`config.mk`:
```
export PLATFORM = sky130hd
export DESIGN_NAME = ps2_scancode_to_ascii_decoder
export DESIGN_NICKNAME = d
export VERILOG_FILES = /design/src/hdl/ps2d_pkg.sv /design/src/hdl/ps2d_core.sv /design/src/hdl/ps2_scancode_to_ascii_decoder.sv
export SDC_FILE = /design/constraint.sdc
export NUM_CORES = 1
export LEC_CHECK = 0
export ABC_AREA = 0
export BUFFER_PORTS_ARGS = -buffer_cell sky130_fd_sc_hd__buf_2
export CAP_MARGIN = 0
export CORE_MARGIN = 8
export CORE_UTILIZATION = 44
export DETAILED_ROUTE_END_ITERATION = 6
export GPL_TIMING_DRIVEN = 0
export HOLD_SLACK_MARGIN = 0.08
export PLACE_DENSITY_LB_ADDON = 0.15
export SLEW_MARGIN = 10
export SYNTH_ARGS = -nofsm -noshare
export SYNTH_HDL_FRONTEND = slang
export SYNTH_SLANG_ARGS = --single-unit
```
`constraint.sdc`:
```
create_clock -name clk -period 3.4 [get_ports clk]
set_input_delay 0.68 -clock clk [delete_from_list [all_inputs] [get_ports clk]]
set_output_delay 0.68 -clock clk [all_outputs]
set_load 0.03 [all_outputs]
```
`src/hdl/ps2d_pkg.sv`:
```
`timescale 1ns / 1ps
// ----------------------------------------------------------------------------
// PS/2 scan code decoder package
// Shared constants, result type and the German layout character tables.
// ----------------------------------------------------------------------------
package ps2d_pkg;

	localparam logic [7:0] PFX_E0 = 8'hE0;
	localparam logic [7:0] PFX_E1 = 8'hE1;

	localparam logic [6:0] SC_LSHIFT = 7'd42;
	localparam logic [6:0] SC_RSHIFT = 7'd54;
	localparam logic [6:0] SC_ALT    = 7'd56;
	localparam logic [6:0] SC_CTRL   = 7'd29;
	localparam logic [6:0] SC_CAPS   = 7'd58;
	localparam logic [6:0] SC_SCROLL = 7'd70;
	localparam logic [6:0] SC_NUM    = 7'd69;
	localparam logic [6:0] SC_SLASH  = 7'd53;
	localparam logic [6:0] SC_PAD_LO = 7'd71;
	localparam logic [6:0] SC_PAD_HI = 7'd83;
	localparam logic [6:0] TAB_LEN   = 7'd89;
	localparam logic [6:0] KC_DIV    = 7'd8;

	// Modifier bit positions.
	localparam int M_SHIFT = 0;
	localparam int M_ALTL  = 1;
	localparam int M_ALTR  = 2;
	localparam int M_CTRLL = 3;
	localparam int M_CTRLR = 4;
	localparam int M_CAPS  = 5;
	localparam int M_NUM   = 6;
	localparam int M_SCRL  = 7;

	// One decoded result item.
	typedef struct packed {
		logic [2:0] led_bits;
		logic       led_update;
		logic [7:0] modifier_flags;
		logic [6:0] key_code;
		logic [7:0] ascii_char;
		logic       key_valid;
	} ps2d_res_t;

	function automatic logic [7:0] tab_plain(input logic [6:0] c);
		logic [7:0] r;
		r = 8'd0;
		case (c)
			7'd2: r = "1"; 7'd3: r = "2"; 7'd4: r = "3"; 7'd5: r = "4";
			7'd6: r = "5"; 7'd7: r = "6"; 7'd8: r = "7"; 7'd9: r = "8";
			7'd10: r = "9"; 7'd11: r = "0"; 7'd12: r = 8'd225; 7'd13: r = 8'd39;
			7'd14: r = 8'd8; 7'd16: r = "q"; 7'd17: r = "w"; 7'd18: r = "e";
			7'd19: r = "r"; 7'd20: r = "t"; 7'd21: r = "z"; 7'd22: r = "u";
			7'd23: r = "i"; 7'd24: r = "o"; 7'd25: r = "p"; 7'd26: r = 8'd129;
			7'd27: r = "+"; 7'd28: r = 8'd10; 7'd30: r = "a"; 7'd31: r = "s";
			7'd32: r = "d"; 7'd33: r = "f"; 7'd34: r = "g"; 7'd35: r = "h";
			7'd36: r = "j"; 7'd37: r = "k"; 7'd38: r = "l"; 7'd39: r = 8'd148;
			7'd40: r = 8'd132; 7'd41: r = "^"; 7'd43: r = "#"; 7'd44: r = "y";
			7'd45: r = "x"; 7'd46: r = "c"; 7'd47: r = "v"; 7'd48: r = "b";
			7'd49: r = "n"; 7'd50: r = "m"; 7'd51: r = ","; 7'd52: r = ".";
			7'd53: r = "-"; 7'd55: r = "*"; 7'd57: r = " "; 7'd74: r = "-";
			7'd78: r = "+"; 7'd86: r = "<";
			default: r = 8'd0;
		endcase
		return r;
	endfunction

	function automatic logic [7:0] tab_upper(input logic [6:0] c);
		logic [7:0] r;
		r = 8'd0;
		case (c)
			7'd2: r = "!"; 7'd3: r = 8'd34; 7'd4: r = 8'd21; 7'd5: r = "$";
			7'd6: r = "%"; 7'd7: r = "&"; 7'd8: r = "/"; 7'd9: r = "(";
			7'd10: r = ")"; 7'd11: r = "="; 7'd12: r = "?"; 7'd13: r = 8'd96;
			7'd16: r = "Q"; 7'd17: r = "W"; 7'd18: r = "E"; 7'd19: r = "R";
			7'd20: r = "T"; 7'd21: r = "Z"; 7'd22: r = "U"; 7'd23: r = "I";
			7'd24: r = "O"; 7'd25: r = "P"; 7'd26: r = 8'd154; 7'd27: r = "*";
			7'd30: r = "A"; 7'd31: r = "S"; 7'd32: r = "D"; 7'd33: r = "F";
			7'd34: r = "G"; 7'd35: r = "H"; 7'd36: r = "J"; 7'd37: r = "K";
			7'd38: r = "L"; 7'd39: r = 8'd153; 7'd40: r = 8'd142; 7'd41: r = 8'd248;
			7'd43: r = 8'd39; 7'd44: r = "Y"; 7'd45: r = "X"; 7'd46: r = "C";
			7'd47: r = "V"; 7'd48: r = "B"; 7'd49: r = "N"; 7'd50: r = "M";
			7'd51: r = ";"; 7'd52: r = ":"; 7'd53: r = "_"; 7'd57: r = " ";
			7'd86: r = ">";
			default: r = 8'd0;
		endcase
		return r;
	endfunction

	function automatic logic [7:0] tab_altgr(input logic [6:0] c);
		logic [7:0] r;
		r = 8'd0;
		case (c)
			7'd3: r = 8'd253; 7'd8: r = "{"; 7'd9: r = "["; 7'd10: r = "]";
			7'd11: r = "}"; 7'd12: r = 8'd92; 7'd16: r = "@"; 7'd27: r = "~";
			7'd50: r = 8'd230; 7'd86: r = "|";
			default: r = 8'd0;
		endcase
		return r;
	endfunction

	// Keypad character and remapped key code, indexed by code minus 71.
	function automatic logic [14:0] tab_pad(input logic [3:0] i);
		logic [14:0] r;
		r = 15'd0;
		case (i)
			4'd0: r = {7'd8, 8'("7")};   4'd1: r = {7'd9, 8'("8")};
			4'd2: r = {7'd10, 8'("9")};  4'd3: r = {7'd53, 8'("-")};
			4'd4: r = {7'd5, 8'("4")};   4'd5: r = {7'd6, 8'("5")};
			4'd6: r = {7'd7, 8'("6")};   4'd7: r = {7'd27, 8'("+")};
			4'd8: r = {7'd2, 8'("1")};   4'd9: r = {7'd3, 8'("2")};
			4'd10: r = {7'd4, 8'("3")};  4'd11: r = {7'd11, 8'("0")};
			4'd12: r = {7'd51, 8'(",")};
			default: r = 15'd0;
		endcase
		return r;
	endfunction

endpackage

```
`src/hdl/ps2d_core.sv`:
```
`timescale 1ns / 1ps
// ----------------------------------------------------------------------------
// PS/2 decoder core
// Holds prefix and modifier state and decodes one registered byte per cycle while step is set.
// ----------------------------------------------------------------------------
module ps2d_core (
	input  logic                clk,
	input  logic                arst_n,
	input  logic                step,
	input  logic [7:0]          code,
	output ps2d_pkg::ps2d_res_t res
);
	import ps2d_pkg::*;

	logic [7:0] prefix_q;
	logic [7:0] mod_q;
	logic [7:0] mod_d;
	logic [7:0] prefix_d;
	logic [6:0] c;
	logic       e0;
	logic       done;
	logic       led;
	logic [7:0] ch;
	logic [6:0] kc;
	logic       letter;
	logic [3:0] pidx;
	logic [14:0] pad;

	assign c      = code[6:0];
	assign e0     = (prefix_q == PFX_E0);
	assign letter = (c >= 7'd16 && c <= 7'd26) || (c >= 7'd30 && c <= 7'd40) ||
	                (c >= 7'd44 && c <= 7'd50);
	assign pidx   = 4'(c - SC_PAD_LO);
	assign pad    = tab_pad(pidx);

	// Character lookup under the layout priority.
	always_comb begin
		kc = c;
		if (c == SC_SLASH && e0) begin
			ch = "/";
			kc = KC_DIV;
		end else if (mod_q[M_NUM] && prefix_q == 8'd0 && c >= SC_PAD_LO &&
		             c <= SC_PAD_HI) begin
			ch = pad[7:0];
			kc = pad[14:8];
		end else if (c >= TAB_LEN) begin
			ch = 8'd0;
		end else if (mod_q[M_ALTR]) begin
			ch = tab_altgr(c);
		end else if (mod_q[M_SHIFT] || (mod_q[M_CAPS] && letter)) begin
			ch = tab_upper(c);
		end else begin
			ch = tab_plain(c);
		end
	end

	// Modifier, lock and prefix update.
	always_comb begin
		mod_d    = mod_q;
		prefix_d = 8'd0;
		done     = 1'b0;
		led      = 1'b0;
		if (code == PFX_E0 || code == PFX_E1) begin
			prefix_d = code;
		end else if (code[7]) begin
			if (c == SC_LSHIFT || c == SC_RSHIFT) mod_d[M_SHIFT] = 1'b0;
			else if (c == SC_ALT) begin
				if (e0) mod_d[M_ALTR] = 1'b0;
				else mod_d[M_ALTL] = 1'b0;
			end else if (c == SC_CTRL) begin
				if (e0) mod_d[M_CTRLR] = 1'b0;
				else mod_d[M_CTRLL] = 1'b0;
			end
		end else if (c == SC_LSHIFT || c == SC_RSHIFT) begin
			mod_d[M_SHIFT] = 1'b1;
		end else if (c == SC_ALT) begin
			if (e0) mod_d[M_ALTR] = 1'b1;
			else mod_d[M_ALTL] = 1'b1;
		end else if (c == SC_CTRL) begin
			if (e0) mod_d[M_CTRLR] = 1'b1;
			else mod_d[M_CTRLL] = 1'b1;
		end else if (c == SC_CAPS) begin
			mod_d[M_CAPS] = ~mod_q[M_CAPS];
			led = 1'b1;
		end else if (c == SC_SCROLL) begin
			mod_d[M_SCRL] = ~mod_q[M_SCRL];
			led = 1'b1;
		end else if (c == SC_NUM && !mod_q[M_CTRLL]) begin
			mod_d[M_NUM] = ~mod_q[M_NUM];
			led = 1'b1;
		end else begin
			done = 1'b1;
		end
	end

	// Result assembly.
	always_comb begin
		res = '0;
		if (done) begin
			res.key_valid      = 1'b1;
			res.ascii_char     = ch;
			res.key_code       = kc;
			res.modifier_flags = mod_d;
		end
		if (led) begin
			res.led_update = 1'b1;
			res.led_bits   = {mod_d[M_CAPS], mod_d[M_NUM], mod_d[M_SCRL]};
		end
	end

	// State registers advance once per decoded byte.
	always_ff @(posedge clk or negedge arst_n) begin
		if (!arst_n) begin
			prefix_q <= 8'd0;
			mod_q    <= 8'd0;
		end else if (step) begin
			prefix_q <= prefix_d;
			mod_q    <= mod_d;
		end
	end

endmodule

```
`src/hdl/ps2_scancode_to_ascii_decoder.sv`:
```
`timescale 1ns / 1ps
// ----------------------------------------------------------------------------
// PS/2 scan code set 1 decoder
// Turns keyboard bytes into German layout characters and modifier flags.
// ----------------------------------------------------------------------------
// One result is produced for every accepted byte, registered in the output
// register after the byte has passed the input register; bytes may be sent in
// every cycle. The rate is set by the combinational decode between the input
// and output registers, and backpressure from the output stalls the input
// register only when both hold an item.
module ps2_scancode_to_ascii_decoder (
	input  logic        clk,
	input  logic        arst_n,
	input  logic        s_axis_tvalid,
	output logic        s_axis_tready,
	input  logic [7:0]  s_axis_tdata,  // [7:0] scan_code
	output logic        m_axis_tvalid,
	input  logic        m_axis_tready,
	// [0] key_valid, [8:1] ascii_char, [15:9] key_code, [23:16] modifier_flags,
	// [24] led_update, [27:25] led_bits, [31:28] zero
	output logic [31:0] m_axis_tdata
);
	import ps2d_pkg::*;

	logic       in_vld_s1;
	logic [7:0] in_data_s1;
	logic       out_vld_s2;
	ps2d_res_t  res_s2;
	ps2d_res_t  res;
	logic       adv;

	// Stage 1 moves on when stage 2 is empty or drains.
	assign adv           = !out_vld_s2 || m_axis_tready;
	assign s_axis_tready = !in_vld_s1 || adv;

	ps2d_core u_core (
		.clk   (clk),
		.arst_n(arst_n),
		.step  (in_vld_s1 && adv),
		.code  (in_data_s1),
		.res   (res)
	);

	// Input and output registers.
	always_ff @(posedge clk or negedge arst_n) begin
		if (!arst_n) begin
			in_vld_s1  <= 1'b0;
			out_vld_s2 <= 1'b0;
		end else begin
			if (s_axis_tready) in_vld_s1 <= s_axis_tvalid;
			if (adv) out_vld_s2 <= in_vld_s1;
		end
	end

	always_ff @(posedge clk) begin
		if (s_axis_tready && s_axis_tvalid) in_data_s1 <= s_axis_tdata;
		if (adv && in_vld_s1) res_s2 <= res;
	end

	assign m_axis_tvalid = out_vld_s2;
	assign m_axis_tdata  = {4'd0, res_s2};

	// A stalled result must not change.
	assert property (@(posedge clk) disable iff (!arst_n)
		m_axis_tvalid && !m_axis_tready |=> $stable(m_axis_tdata))
		else $error("result changed while stalled");

	// A decoded key never comes with a lock update.
	assert property (@(posedge clk) disable iff (!arst_n)
		m_axis_tvalid |-> !(m_axis_tdata[0] && m_axis_tdata[24]))
		else $error("key and LED update together");

	// Without a lock update the LED bits read zero.
	assert property (@(posedge clk) disable iff (!arst_n)
		m_axis_tvalid && !m_axis_tdata[24] |-> m_axis_tdata[27:25] == 3'd0)
		else $error("LED bits without update");

endmodule

```
==> run metrics <==
endpoints failing hold 0; routed via count around 5,500; Avg Cell Area, Syn 8.35 sq um; CTS Root Cell clkbuf_16; Worst-Margin Slew 1170 ps; worst endpoint required time 3650 ps; maxcap violations 0; wire per inst ~22 um; mux cell area share after synthesis 0.0203; most common cell after layout, fill and taps aside nor2_1; max-slew violations 0; Port-buffer cells 41; H-tree depth 3; critical path arrival between 3000 and 4000 ps; fmax 0.309 GHz; Seq/Total Area, Yosys 0.353; Rel. slew slack 0.216; setup TNS 0 ps; cells after synthesis 628; Hold Path Class in -> async; YS warnings 0; CP endpoint kind flop; Clock Path Buffers 2; Post-Synth Simple-Gate Area 0.237; Async SR Flop Fraction 0.257; total core area between 10,000 and 15,000 sq um; routability cong. 0.943; Post-synth EDFFs 36; Worst-path clk slew ~60 ps; DRC 0; largest family of logic cells by synthesized area compound AO/OA/AOI/OAI gates; first-pass GRT wire length 28,100 um; ratio of final minimum period to clock period 0.951; TritonCTS clock tree yes; Total GRT Usage 0.224; Final WS setup 166 ps; Critical Path Start Type flop; Synth Cell Area 5240 sq um; Rows 40; GRT overflow 0; Routed Antenna Nets 0; ant diodes 0; Clock Skews around 7 ps; complex-gate fraction of the synthesized area 0.272; Die W 125 um; die extent in y between 100 and 150 um; internal power 1940 uW; worst-skew pair later-pin latency 330 ps; overall die area 15,700 sq um; Synth Area in XOR/XNOR 0.0184; WS Path Type reg -> reg; flop and latch count out of synthesis 70; Clock power frac 0.366; design area 6040 sq um; layout cells sized above 1 0.156; sw frac 0.334; area added between synthesis and finish 15.2%; post-synth cell types 85; placed cell areas ~5600 sq um; combinational share of power 0.286; final core utilization 0.511; final non-filler cell total between 800 and 900; fraction of the mapped netlist area in adder cells 0.0401; vias in the first global route slightly above 5,000; pwr/cell area 482 nW/um^2; Avg Vias per Cell 6.53; result of the run complete, no violations; Hold-fix buffers, CTS 0; Boundary Pins 46; most frequent cells in the layout 65 x nor2_1, 56 x nand2_1, 55 x buf_2; placed instance count 819; largest net degree at the start of global routing 33; number of DRC markers in iteration 0 644; min cycle time layout 3230 ps; CP Max Fanout 12; leakage power ~0.0024 uW; maximum VDD drop 251 uV; clock sinks 70; starting density of the core 0.444; nets@finish 711; initial antenna violation count 0; Worst Reg-to-Reg Cells 11; Reg power frac 0.348; post-place setup slack -739 ps; Routed WL 18,100 um; Switching Power 971 uW; final setup violation count 0; cts bufs inserted 9; hpwl dp 13,500 um; Primary FF master, synth edfxtp_1; First-pass DRT Iterations 6
==> power groups by stage <==
stage | logic [uW] | clock network, uW | registers [uW]
after floorplan | 505 | 0 | 1080
after global routing | 887 | 1120 | 1020
after detailed placement | 795 | 0 | 1030
after CTS | 804 | 1080 | 1010
after global placement | 805 | 0 | 1030
final | 832 | 1060 | 1010
==> worst paths after layout <==
check / from / endpoint / slack (ps)
worst max-delay path: in_vld_s1$_DFFE_PN0N_ / flop / 170
worst min-delay path: arst_n / u_core.prefix_q[3]$_DFFE_PN0P_ / 280
worst max register to register: in_vld_s1$_DFFE_PN0N_ / flop / 170
worst min register to register: u_core.prefix_q[2]$_DFFE_PN0P_ / u_core.prefix_q[2]$_DFFE_PN0P_ / 490
max in group asynchronous: arst_n / u_core.mod_q[0]$_DFFE_PN0P_ / 2830
min in group clk: u_core.prefix_q[2]$_DFFE_PN0P_ / u_core.prefix_q[2]$_DFFE_PN0P_ / 490
==> layout make-up <==
cell class	instances	area (sq um)
plain buffers	46	218
well taps	147	184
flip-flops and latches	70	1850
repair buffers	42	213
clock inverters	4	75.1
clock buffers	12	268
inverters	22	85.1
multi-input cells	492	3140
fillers	1139	5770
==> critical path, stage by stage (launching register included) <==
cell and delay (ps):
dfrtp_1 460, and3b_1 220, buf_6 140, o211a_1 220, buf_2 210, inv_1 290
ha_1 500, inv_1 190, a211o_1 290, a211oi_1 350, a2111oi_2 110, o21ai_1 180
==> cell families (layout without fill, tap and decap cells) <==
group                    count (synthesis)  in the layout
AND/OR/NAND/NOR                        243            243
flip-flops                              70             70
buffers and inverters                   69            126
other                                    1              4
XOR/XNOR                                11             11
adder cells (fa/ha/maj)                 17             17
multiplexers                            10             10
AO/OA/AOI/OAI                          207            207
==> cells in the mapped netlist, drive strengths merged, types with 5 or more instances <==
master	count	area [sq um]
nor2	66	250
nand2	58	223
a21oi	44	220
o21ai	39	199
edfxtp	36	1080
nand3	27	135
clkbuf	25	93.8
buf	22	126
inv	21	81.3
dfrtp	18	450
nor3	18	95.1
dfxtp	16	320
ha	16	200
o211ai	15	118
a21o	14	105
nand2b	14	87.6
a211oi	13	110
a31oi	12	75.1
and2	8	50.1
nand4b	7	61.3
a221oi	6	52.6
o22ai	6	37.5
xnor2	6	52.6
and3	5	31.3
mux2	5	56.3
mux2i	5	50.1
nand3b	5	37.5
nor2b	5	31.3
o31ai	5	37.5
or3	5	31.3
xor2	5	43.8
==> through the flow <==
step                power (uW)  hold slack, ps
global placement          1830             470
finish                    2910             275
global route              3030             311
floorplan                 1580             384
CTS                       2900             284
detailed placement        1820             473
==> layer usage <==
| metal | vias to the layer above | global-route usage | share of wire |
|---|---|---|---|
| met5 | - | 0 | 0 |
| met2 | 344 | 0.353 | 0.45 |
| li1 | 2473 | - | - |
| met4 | 0 | 0.0938 | 0.026 |
| met1 | 2597 | 0.290 | 0.43 |
| met3 | 37 | 0.0510 | 0.088 |
==> repair_timing <==
item	CTS	global route
pin swaps	0	1
buffers inserted	0	1
setup endpoints to repair	2	20
resized for setup	2	8
Note: power is estimated with default switching activity, not from simulation.
